--- src/hdl/bwd_pkg.sv ---
// Shared constants for the wheel drive: widths, register indexes, divider layout.
package bwd_pkg;

   localparam int RANGE_BITS = 16;
   localparam int SPEED_W    = 25;
   localparam int QUO_W      = 17;
   localparam int DIV_STEPS  = 2;
   localparam int DIV_STAGES = (QUO_W + DIV_STEPS - 1) / DIV_STEPS;

   localparam int CSR_IDX_W  = 1;
   localparam int CSR_DATA_W = 2;
   localparam int WIRING_W   = 2;

   localparam logic [CSR_IDX_W-1:0] IDX_WIRING   = 1'd0;
   localparam logic [CSR_IDX_W-1:0] IDX_POLARITY = 1'd1;

   localparam logic [WIRING_W-1:0] WIRING_SAME     = 2'd0;
   localparam logic [WIRING_W-1:0] WIRING_CROSSED  = 2'd1;
   localparam logic [WIRING_W-1:0] WIRING_COMBINED = 2'd2;

   localparam logic POLARITY_INHIBIT = 1'b0;
   localparam logic POLARITY_EXCITE  = 1'b1;

   // initial remainders: 2^24 >> QUO_W and 2^25 >> QUO_W
   localparam int INIT_REM_ONE = 128;
   localparam int INIT_REM_TWO = 256;

endpackage

--- src/hdl/bwd_div.sv ---
// Pipelined restoring divider: fixed-numerator quotient, up to DIV_STEPS quotient bits per stage.
module bwd_div #(
   parameter int DIV_W = bwd_pkg::RANGE_BITS + 2
) (
   input  logic                                clock,
   input  logic [bwd_pkg::DIV_STAGES-1:0]      en,
   input  logic [DIV_W-1:0]                    rem_init,
   input  logic [DIV_W-1:0]                    divisor,
   output logic [bwd_pkg::QUO_W-1:0]           quotient,
   output logic [DIV_W-1:0]                    divisor_out
);

   localparam int STAGES = bwd_pkg::DIV_STAGES;
   localparam int QW     = bwd_pkg::QUO_W;
   localparam int STEPS  = bwd_pkg::DIV_STEPS;

   logic [DIV_W-1:0] rem_ff [STAGES];
   logic [QW-1:0]    quo_ff [STAGES];
   logic [DIV_W-1:0] div_ff [STAGES];

   for (genvar s = 0; s < STAGES; s++) begin : g_stage
      localparam int FIRST = s * STEPS;
      localparam int NSTEP = (QW - FIRST < STEPS) ? QW - FIRST : STEPS;

      logic [DIV_W-1:0] rem_src;
      logic [QW-1:0]    quo_src;
      logic [DIV_W-1:0] div_src;
      logic [DIV_W-1:0] rem_in;
      logic [QW-1:0]    quo_in;

      if (s == 0) begin : g_head
         assign rem_src = rem_init;
         assign quo_src = '0;
         assign div_src = divisor;
      end else begin : g_body
         assign rem_src = rem_ff[s-1];
         assign quo_src = quo_ff[s-1];
         assign div_src = div_ff[s-1];
      end

      always_comb begin : step
         logic [DIV_W:0] shifted;
         shifted = '0;
         rem_in  = rem_src;
         quo_in  = quo_src;
         for (int j = 0; j < NSTEP; j++) begin
            shifted = {rem_in, 1'b0};
            if (shifted >= {1'b0, div_src}) begin
               rem_in = DIV_W'(shifted - {1'b0, div_src});
               quo_in = {quo_in[QW-2:0], 1'b1};
            end else begin
               rem_in = shifted[DIV_W-1:0];
               quo_in = {quo_in[QW-2:0], 1'b0};
            end
         end
      end

      always_ff @(posedge clock) begin
         if (en[s]) begin
            rem_ff[s] <= rem_in;
            quo_ff[s] <= quo_in;
            div_ff[s] <= div_src;
         end
      end
   end

   assign quotient    = quo_ff[STAGES-1];
   assign divisor_out = div_ff[STAGES-1];

endmodule

--- src/hdl/bwd_out.sv ---
// Output stage: pick the wiring scheme, form excite or inhibit terms, saturate, register.
module bwd_out #(
   parameter int RANGE_BITS = bwd_pkg::RANGE_BITS
) (
   input  logic                              clock,
   input  logic                              en,
   input  logic [bwd_pkg::WIRING_W-1:0]      wiring,
   input  logic                              polarity,
   input  logic [bwd_pkg::QUO_W-1:0]         inv_one_left,
   input  logic [bwd_pkg::QUO_W-1:0]         inv_one_right,
   input  logic [bwd_pkg::QUO_W-1:0]         inv_two_left,
   input  logic [bwd_pkg::QUO_W-1:0]         inv_two_right,
   input  logic [RANGE_BITS+1:0]             div_left,
   input  logic [RANGE_BITS+1:0]             div_right,
   input  logic [RANGE_BITS+1:0]             div_two_left,
   input  logic [RANGE_BITS+1:0]             div_two_right,
   output logic [bwd_pkg::SPEED_W-1:0]       left_speed,
   output logic [bwd_pkg::SPEED_W-1:0]       right_speed
);

   localparam int DW     = RANGE_BITS + 2;
   localparam int SW     = bwd_pkg::SPEED_W;
   localparam int WIDE_W = (RANGE_BITS + 11 > SW) ? RANGE_BITS + 11 : SW;
   localparam logic [WIDE_W-1:0] SPEED_MAX = WIDE_W'((64'd1 << SW) - 64'd1);
   localparam logic [WIDE_W-1:0] HALF      = WIDE_W'(64'd1 << 15);

   logic [WIDE_W-1:0] one_left;
   logic [WIDE_W-1:0] one_right;
   logic [DW:0]       range_sum;
   logic [WIDE_W-1:0] excite_sum;
   logic [WIDE_W-1:0] inhibit_left;
   logic [WIDE_W-1:0] inhibit_right;
   logic [WIDE_W-1:0] raw_left;
   logic [WIDE_W-1:0] raw_right;
   logic [SW-1:0]     left_speed_ff;
   logic [SW-1:0]     right_speed_ff;
   logic [SW-1:0]     left_speed_in;
   logic [SW-1:0]     right_speed_in;

   assign one_left   = WIDE_W'({div_left, 8'd0});
   assign one_right  = WIDE_W'({div_right, 8'd0});
   assign range_sum  = {1'b0, div_two_left} + {1'b0, div_two_right} - (DW+1)'(1024);
   assign excite_sum = WIDE_W'({range_sum, 8'd0}) + HALF;
   assign inhibit_left  = WIDE_W'(inv_one_right) + WIDE_W'(inv_two_left);
   assign inhibit_right = WIDE_W'(inv_one_left) + WIDE_W'(inv_two_right);

   always_comb begin
      case (wiring) inside
         bwd_pkg::WIRING_SAME: begin
            if (polarity == bwd_pkg::POLARITY_EXCITE) begin
               raw_left  = one_left;
               raw_right = one_right;
            end else begin
               raw_left  = WIDE_W'(inv_one_left);
               raw_right = WIDE_W'(inv_one_right);
            end
         end
         bwd_pkg::WIRING_CROSSED: begin
            if (polarity == bwd_pkg::POLARITY_EXCITE) begin
               raw_left  = one_right;
               raw_right = one_left;
            end else begin
               raw_left  = WIDE_W'(inv_one_right);
               raw_right = WIDE_W'(inv_one_left);
            end
         end
         default: begin
            if (polarity == bwd_pkg::POLARITY_EXCITE) begin
               raw_left  = excite_sum;
               raw_right = excite_sum;
            end else begin
               raw_left  = inhibit_left;
               raw_right = inhibit_right;
            end
         end
      endcase
   end

   assign left_speed_in  = (raw_left > SPEED_MAX)  ? SPEED_MAX[SW-1:0] : raw_left[SW-1:0];
   assign right_speed_in = (raw_right > SPEED_MAX) ? SPEED_MAX[SW-1:0] : raw_right[SW-1:0];

   always_ff @(posedge clock) begin
      if (en) begin
         left_speed_ff  <= left_speed_in;
         right_speed_ff <= right_speed_in;
      end
   end

   assign left_speed  = left_speed_ff;
   assign right_speed = right_speed_ff;

endmodule

--- src/hdl/braitenberg_wheel_drive.sv ---
// Top level of the wheel drive: handshake, configuration registers, pipeline.
//
// A request carries a left and a right range reading, unsigned Q8.8. The
// response carries left and right wheel speeds, unsigned with 16 fractional
// bits, saturated at 25 bits. Both channels use valid/ready.
// The csr port writes wiring (index 0) and polarity (index 1) with no wait;
// write them only while no request is in flight.
// The edge that accepts a request loads the first of ten registers (nine
// divider stages, two quotient bits each but one in the last, four
// dividers side by side, then the output register). Throughput is one
// request per cycle while the receiver keeps rsp_ready high.
// Every stage carries its own valid bit and moves when it is empty or the
// stage ahead moves, so a stalled receiver holds the response and the
// pipeline fills its bubbles before req_ready falls.
// Synchronous reset empties the pipeline and sets wiring and polarity to 0
// (same-side, inhibit).
module braitenberg_wheel_drive #(
   parameter int RANGE_BITS = bwd_pkg::RANGE_BITS
) (
   input  logic                               clock,
   input  logic                               reset,
   input  logic                               req_valid,
   output logic                               req_ready,
   input  logic [RANGE_BITS-1:0]              req_left_range,
   input  logic [RANGE_BITS-1:0]              req_right_range,
   output logic                               rsp_valid,
   input  logic                               rsp_ready,
   output logic [bwd_pkg::SPEED_W-1:0]        rsp_left_speed,
   output logic [bwd_pkg::SPEED_W-1:0]        rsp_right_speed,
   input  logic                               csr_we,
   input  logic [bwd_pkg::CSR_IDX_W-1:0]      csr_index,
   input  logic [bwd_pkg::CSR_DATA_W-1:0]     csr_wdata
);

   localparam int STAGES = bwd_pkg::DIV_STAGES;
   localparam int PIPE   = STAGES + 1;
   localparam int DW     = RANGE_BITS + 2;
   localparam int QW     = bwd_pkg::QUO_W;

   logic [bwd_pkg::WIRING_W-1:0] wiring_ff;
   logic [bwd_pkg::WIRING_W-1:0] wiring_in;
   logic                         polarity_ff;
   logic                         polarity_in;
   logic [PIPE-1:0]              valid_ff;
   logic [PIPE-1:0]              valid_in;
   logic [PIPE-1:0]              adv;

   logic [DW-1:0] div_one_left;
   logic [DW-1:0] div_one_right;
   logic [DW-1:0] div_two_left;
   logic [DW-1:0] div_two_right;
   logic [DW-1:0] dl_out;
   logic [DW-1:0] dr_out;
   logic [DW-1:0] dl_two_out;
   logic [DW-1:0] dr_two_out;
   logic [QW-1:0] inv_one_left;
   logic [QW-1:0] inv_one_right;
   logic [QW-1:0] inv_two_left;
   logic [QW-1:0] inv_two_right;

   // configuration
   always_comb begin
      wiring_in   = wiring_ff;
      polarity_in = polarity_ff;
      if (csr_we) begin
         case (csr_index)
            bwd_pkg::IDX_WIRING:   wiring_in   = csr_wdata[bwd_pkg::WIRING_W-1:0];
            bwd_pkg::IDX_POLARITY: polarity_in = csr_wdata[0];
            default: ;
         endcase
      end
   end

   always_ff @(posedge clock) begin
      if (reset) begin
         wiring_ff   <= bwd_pkg::WIRING_SAME;
         polarity_ff <= bwd_pkg::POLARITY_INHIBIT;
      end else begin
         wiring_ff   <= wiring_in;
         polarity_ff <= polarity_in;
      end
   end

   // advance chain: a stage moves when it is empty or the stage ahead moves
   assign adv[PIPE-1] = !valid_ff[PIPE-1] || rsp_ready;
   for (genvar k = PIPE - 2; k >= 0; k--) begin : g_adv
      assign adv[k] = !valid_ff[k] || adv[k+1];
   end

   assign valid_in[0] = adv[0] ? req_valid : valid_ff[0];
   for (genvar k = 1; k < PIPE; k++) begin : g_valid
      assign valid_in[k] = adv[k] ? valid_ff[k-1] : valid_ff[k];
   end

   always_ff @(posedge clock) begin
      if (reset) begin
         valid_ff <= '0;
      end else begin
         valid_ff <= valid_in;
      end
   end

   assign req_ready = adv[0];
   assign rsp_valid = valid_ff[PIPE-1];

   assign div_one_left  = DW'(req_left_range)  + DW'(256);
   assign div_one_right = DW'(req_right_range) + DW'(256);
   assign div_two_left  = DW'(req_left_range)  + DW'(512);
   assign div_two_right = DW'(req_right_range) + DW'(512);

   bwd_div #(.DIV_W(DW)) u_div_one_left (
      .clock       (clock),
      .en          (adv[STAGES-1:0]),
      .rem_init    (DW'(bwd_pkg::INIT_REM_ONE)),
      .divisor     (div_one_left),
      .quotient    (inv_one_left),
      .divisor_out (dl_out)
   );

   bwd_div #(.DIV_W(DW)) u_div_one_right (
      .clock       (clock),
      .en          (adv[STAGES-1:0]),
      .rem_init    (DW'(bwd_pkg::INIT_REM_ONE)),
      .divisor     (div_one_right),
      .quotient    (inv_one_right),
      .divisor_out (dr_out)
   );

   bwd_div #(.DIV_W(DW)) u_div_two_left (
      .clock       (clock),
      .en          (adv[STAGES-1:0]),
      .rem_init    (DW'(bwd_pkg::INIT_REM_TWO)),
      .divisor     (div_two_left),
      .quotient    (inv_two_left),
      .divisor_out (dl_two_out)
   );

   bwd_div #(.DIV_W(DW)) u_div_two_right (
      .clock       (clock),
      .en          (adv[STAGES-1:0]),
      .rem_init    (DW'(bwd_pkg::INIT_REM_TWO)),
      .divisor     (div_two_right),
      .quotient    (inv_two_right),
      .divisor_out (dr_two_out)
   );

   bwd_out #(.RANGE_BITS(RANGE_BITS)) u_out (
      .clock         (clock),
      .en            (adv[PIPE-1]),
      .wiring        (wiring_ff),
      .polarity      (polarity_ff),
      .inv_one_left  (inv_one_left),
      .inv_one_right (inv_one_right),
      .inv_two_left  (inv_two_left),
      .inv_two_right (inv_two_right),
      .div_left      (dl_out),
      .div_right     (dr_out),
      .div_two_left  (dl_two_out),
      .div_two_right (dr_two_out),
      .left_speed    (rsp_left_speed),
      .right_speed   (rsp_right_speed)
   );

endmodule
--- config.mk ---
export PLATFORM = sky130hd
export DESIGN_NAME = braitenberg_wheel_drive
export DESIGN_NICKNAME = d
export VERILOG_FILES = /design/src/hdl/bwd_pkg.sv /design/src/hdl/bwd_div.sv /design/src/hdl/bwd_out.sv /design/src/hdl/braitenberg_wheel_drive.sv
export SDC_FILE = /design/constraint.sdc
export NUM_CORES = 2
export LEC_CHECK = 0
export BUFFER_PORTS_ARGS = -buffer_cell sky130_fd_sc_hd__buf_2
export CORE_MARGIN = 2
export CORE_UTILIZATION = 35
export DETAILED_ROUTE_END_ITERATION = 8
export GPL_TIMING_DRIVEN = 0
export SKIP_CTS_REPAIR_TIMING = 1
export SLEW_MARGIN = 0
export SYNTH_ARGS = -nofsm -noshare
export SYNTH_HDL_FRONTEND = slang
export SYNTH_SLANG_ARGS = --single-unit
--- constraint.sdc ---
create_clock -name clock -period 15.52 [get_ports clock]
set_input_delay 1.552 -clock clock [delete_from_list [all_inputs] [get_ports clock]]
set_output_delay 1.552 -clock clock [all_outputs]
set_load 0.01 [all_outputs]
# ---- Yosys cells after proc, flatten, opt, wreduce, memory -nomap -nowiden
# Memory sizes are Yosys's and may differ from the RTL's.
# Cells that the tools add are included.
dict set report op_classes {
  add_sub_neg 77
  order_cmp 70
  mux 162
  eq_ne 1
  n_bitwise 1
  reduce_logical 23
}
# op n
set ops {}
lappend ops {{18-bit 2-to-1 mux} 68}
lappend ops {{19-bit by 18-bit >= comparator with 1-bit output} 60}
lappend ops {{18-bit subtractor} 60}
lappend ops {{27-bit 2-to-1 mux} 6}
lappend ops {{1-bit 2-to-1 mux} 86}
lappend ops {{19-bit by 17-bit >= comparator with 1-bit output} 4}
lappend ops {{18-bit by 17-bit subtractor with 18-bit output} 4}
lappend ops {{27-bit by 25-bit greater-than comparator with 1-bit output, second input constant} 2}
lappend ops {{26-bit 2-to-1 mux} 2}
lappend ops {{17-bit by 17-bit adder with 18-bit output} 2}
lappend ops {{10-bit by 17-bit subtractor with 18-bit output, first input constant} 2}
lappend ops {{9-bit by 17-bit subtractor with 18-bit output, first input constant} 2}
lappend ops {{16-bit by 10-bit adder with 17-bit output, second input constant} 2}
lappend ops {{16-bit by 9-bit adder with 17-bit output, second input constant} 2}
lappend ops {{10-bit by 17-bit >= comparator with 1-bit output, first input constant} 2}
lappend ops {{9-bit by 17-bit >= comparator with 1-bit output, first input constant} 2}
lappend ops {{27-bit by 16-bit adder with 27-bit output, second input constant} 1}
lappend ops {{18-bit by 18-bit adder with 19-bit output} 1}
lappend ops {{19-bit by 11-bit subtractor with 19-bit output, second input constant} 1}
lappend ops {{1-bit zero test} 10}
lappend ops {{1-bit logical OR} 10}
lappend ops {{2-bit AND reduction} 2}
lappend ops {{2-bit by 1-bit equality test with 1-bit output, second input constant} 1}
lappend ops {{2-bit zero test} 1}
lappend ops {{1-bit NOT} 1}
dict set report totals {
  n_memories 12
  mem_bits_rw 1908
  elab_cells 360
  in_bits 40
  out_inout_bits 52
  register_bits 63
}
# name words word_bits rd rd_ports_with_merged_regs wr line
set mem_list {}
lappend mem_list {u_div_one_left.div_ff 9 18 9 0 9 bwd_div.sv:19} ;# logic [DIV_W-1:0] div_ff [STAGES];
lappend mem_list {u_div_one_left.rem_ff 9 18 8 0 9 bwd_div.sv:17} ;# logic [DIV_W-1:0] rem_ff [STAGES];
lappend mem_list {u_div_one_right.div_ff 9 18 9 0 9 bwd_div.sv:19}
lappend mem_list {u_div_one_right.rem_ff 9 18 8 0 9 bwd_div.sv:17}
lappend mem_list {u_div_two_left.div_ff 9 18 9 0 9 bwd_div.sv:19}
lappend mem_list {u_div_two_left.rem_ff 9 18 8 0 9 bwd_div.sv:17}
lappend mem_list {{6 more memories} -- -- -- -- -- --}

# ---- Logic depth before layout (Yosys ltp)
dict set report depth {
  ltp_word 13
  mapped_depth 27
  mapped_depth_nobuf 24
}

# ---- By module
# Synthesis repeated with hierarchy kept, for this count alone.
dict set report hier_totals {
  cells_unflattened 11704
  area_unflattened_um2 122314.8
}
# module area_per_inst_um2 seq_area_each_um2 cells_per_inst n_inst
set by_module_without_submodules {}
lappend by_module_without_submodules {{bwd_div at u_div_one_left ...} 28847.7 11861.4 2713 2}
lappend by_module_without_submodules {{bwd_div at u_div_one_right} 28860.2 11861.4 2751 1}
lappend by_module_without_submodules {{bwd_div at u_div_two_right} 28785.1 11861.4 2743 1}
lappend by_module_without_submodules {bwd_out 6057.1 1501.4 661 1}
lappend by_module_without_submodules {braitenberg_wheel_drive 917.1 260.2 123 1}

# ---- Worst setup path before layout
# Ideal clock, no wire load.
dict set report synth_path {
  kind {input to register}
  from {input rsp_ready}
  to {memory u_div_one_left.div_ff[0][0] in the netlist's numbering, enable pin}
  path_buffers 0
  required_ns 13.742
  path_slack_ns 2.185
  path_stages 6
  setup_time_ns 1.778
  arrival_ns 11.558
  cell_sequence {nor2b_1 and3_1 and2_1 nand3_1 nor2_1 nand4_1}
}
# item line
set synth_lines {}
lappend synth_lines {{start: declaration} braitenberg_wheel_drive.sv:27} ;# input logic rsp_ready,
lappend synth_lines {{end: declaration} bwd_div.sv:19}

# ---- Final worst setup path
dict set report layout_path {
  from {input rsp_ready}
  to {output req_ready}
}
dict set report layout_between {
  elab_chain_cells 10
}
# item line
set layout_rtl {}
lappend layout_rtl {{1-bit logical OR} braitenberg_wheel_drive.sv:85} ;# assign adv[PIPE-1] = !valid_ff[PIPE-1] || rsp_ready;
lappend layout_rtl {{1-bit logical OR (5 in a row)} braitenberg_wheel_drive.sv:87} ;# assign adv[k] = !valid_ff[k] || adv[k+1];
lappend layout_rtl {{net adv[4]} braitenberg_wheel_drive.sv:46} ;# logic [PIPE-1:0] adv;
lappend layout_rtl {{1-bit logical OR (4 in a row)} braitenberg_wheel_drive.sv:87}
lappend layout_rtl {{end: declaration} braitenberg_wheel_drive.sv:23} ;# output logic req_ready,
# The timed path passes the listed nets, and every way through them passes these cells.

==> impl_results.md <==
* Post-synthesis instance total at 10480
* Setup Total Neg Slack at 0 ns
* Slowest CP cell: nor2b_1
* Yosys warns at 0
* Critical Path Start Type: primary input
* Crit-path cells: buf_2 > nor2b_1 > and3_1 > and2_1 > nand3_4 > nor2_1 > nand4_1 > buf_8 > buf_8 > buf_8 > buf_8 > buf_8 > buf_2
* R2r setup slk at 8.07 ns
* Status: complete, no violations
* Skew final at 0.07309 ns
* Core Region at 305800 um^2
* Syn Area/Cell at 10.27 um^2
* Final Cycle Share at 0.5105
* Vias per cell at 5.119
* Worst Setup SP: rsp_ready
* Synth Area in Compound Gates at 0.1636
* Post-synth top cells: edfxtp_1, ha_1, a21oi_1
* Clk buf depth at 4
* Sequential fraction of the synthesis area at 0.4071
* Die Span X at 558.4 um
* Residual DRC at 0
* Yosys top cell area share at 0.4047
* Final wirelength at 265400 um
* XOR/XNOR Fraction of Synth Area at 0.07465
* GPL Wtd Cong at 0.9535
* Gr usage total at 0.1667
* Max H-tree Level at 4
* Number of global-route vias before repair at 74020
* First-pass iteration count of the detailed router at 5
* Starting Density at 0.3518
* Cell Rows at 203
* Post-synth top area cell: edfxtp_1
* WL/cell at 17.70 um
* Post-DP HPWL at 213200 um
* Crit path max fanout at 35
* TritonCTS clock tree: done
* Root Buffer: clkbuf_16
* Die height at 558.4 um
* Placed Instance Area at 113700 um^2
* Final non-filler cell total at 15000
* Most common cell in the synthesized netlist: edfxtp_1
* Clock-pin slew on the worst setup and hold paths at 0.06 ns
* Clock sink total at 1463
* Final Critical Period at 7.924 ns
* Setup ws final at 7.596 ns
* Hold path start: u_div_one_right.quo_ff[0][107]
* WP data arrival at 6.37 ns
* Nets@finish at 11970
* Netlist cell types at 104
* Final setup viols at 0
* Clock Latency Late Sink at 0.88 ns
* Startpoint of the worst register-to-register path: u_div_two_left.div_ff[0][55]
* Pin count of the biggest net entering global routing at 109
* Layout area overhead at 10.80%
* Hold Crit Class: reg2reg
* First-pass GRT wire length at 415500 um
* Dpl cells at 14700
* I/O Pins at 92
* Starting DRT DRC Count at 4797
* Max cap viols at 0
* Combinational family with the most area after synthesis: compound AO/OA/AOI/OAI gates
* EDFF count, synth at 1450
* Mux share of post-synthesis cell area at 0.06776
* Async S/R FF share, synth at 0
* RSZ-0062 raised after global routing: false
* Simple-gate area share of the yosys netlist at 0.1148
* Vias at 76770
* CP max stage delay at 0.82 ns
* Synth top area cells: edfxtp_1, ha_1, mux2_2
* Cts bufs inserted at 169
* WP data required at 13.97 ns
* Max_slew headroom at 0.2385
* CP Capture Type: output pin
* Least-Margin Pin Slew at 1.124 ns
* Overflow left after global routing at 0
* Most used cell, CP: buf_8
* Critical path type: in2out
* Maximum clock frequency at 126.2 MHz
* Design Area, Final at 119200 um^2
* Synth Register Bits at 1463
* Post-Place Worst Slack at 7.443 ns
* Hold Fails Final Rpt at 0
* Routed Antenna Nets at 0
* Synth Flop Type: edfxtp_1
* Slew Limit Fails at 0
* Share of cells above drive strength 1 at 0.1009
* Synthesized area at 107600 um^2
* Adder-cell area share of the yosys netlist at 0.1376
* IO buf count at 87
* Die area at 311900 um^2
* Antenna violations before repair at 4
==> logic make-up after synthesis <==
group | count (synthesis)
mux | 642
compound gates | 2770
other cells | 1
fa+ha+maj | 1165
simple gates | 2548
flops | 1463
xor+xnor | 917
buf+inv | 969
==> worst paths after layout <==
| check | to | cells after the start |
|---|---|---|
| setup / recovery | req_ready | 13 |
| hold / removal | u_div_one_right.quo_ff[0][126] | 0 |
| setup reg to reg | u_div_one_left.rem_ff[0][88] | 23 |
| hold reg to reg | u_div_one_right.quo_ff[0][126] | 0 |
==> area by class of cell <==
cell class              count  area [um^2]
multi-input cells        8054        60170
repair buffers            109        910.9
diodes                      3        7.507
inverters                 779         2944
well taps                4100         5130
fillers                 30280       186600
plain buffers             190        784.5
clock inverters           105         1095
clock buffers             194         4365
flip-flops and latches   1463        43800
==> cell usage in the layout (no fill, tap or decap), types with 121 or more instances in the layout <==
master,count
a21o_1,436
a21oi_1,910
buf_2,121
clkbuf_1,158
clkbuf_16,171
edfxtp_1,1450
ha_1,1134
inv_1,765
mux2_2,546
nand2_1,525
nand2b_1,142
nand3_1,187
nand4_1,138
nor2_1,806
nor2b_1,186
nor3_1,177
o21a_1,158
o21ai_0,543
xnor2_1,631
xor2_1,286
==> critical path: cells and delay by family <==
kind          cells  cell delay [ns]
simple gates      6             3.51
buf+inv           7             1.22
==> flip-flops by register name, summed over array words and instances, names as in the netlist, 2 cells and up <==
signal / flops
u_div_two_left.div_ff: 121
u_div_one_right.div_ff: 129
u_div_one_left.quo_ff: 89
u_div_two_right.div_ff: 105
wiring_ff: 2
u_div_one_right.quo_ff: 89
valid_ff: 10
u_out.right_speed: 25
u_div_two_left.rem_ff: 144
u_out.left_speed: 25
u_div_two_right.rem_ff: 144
u_div_two_left.quo_ff: 89
u_div_one_right.rem_ff: 144
u_div_one_left.div_ff: 113
u_div_two_right.quo_ff: 89
u_div_one_left.rem_ff: 144
==> through the flow <==
step / util / hold WS, ns
floorplan: - / 0.4003
global route: 0.3898 / 0.3839
finish: 0.3898 / 0.3823
CTS: 0.3898 / 0.3721
global placement: 0.3702 / 0.4002
detailed placement: 0.3719 / 0.4045
==> per-layer routing <==
| layer | GRT usage | vias up | wire (um) |
|---|---|---|---|
| li1 | - | 39390 | - |
| met1 | 0.2320 | 35670 | 128000 |
| met2 | 0.2709 | 1384 | 119200 |
| met3 | 0.01895 | 329 | 10520 |
| met4 | 0.04973 | 0 | 7657 |
| met5 | 0 | - | 0 |
Power is left out: the tool's default activity adds up to more than one toggle a clock period on the data nets, which glitch-free logic cannot reach.
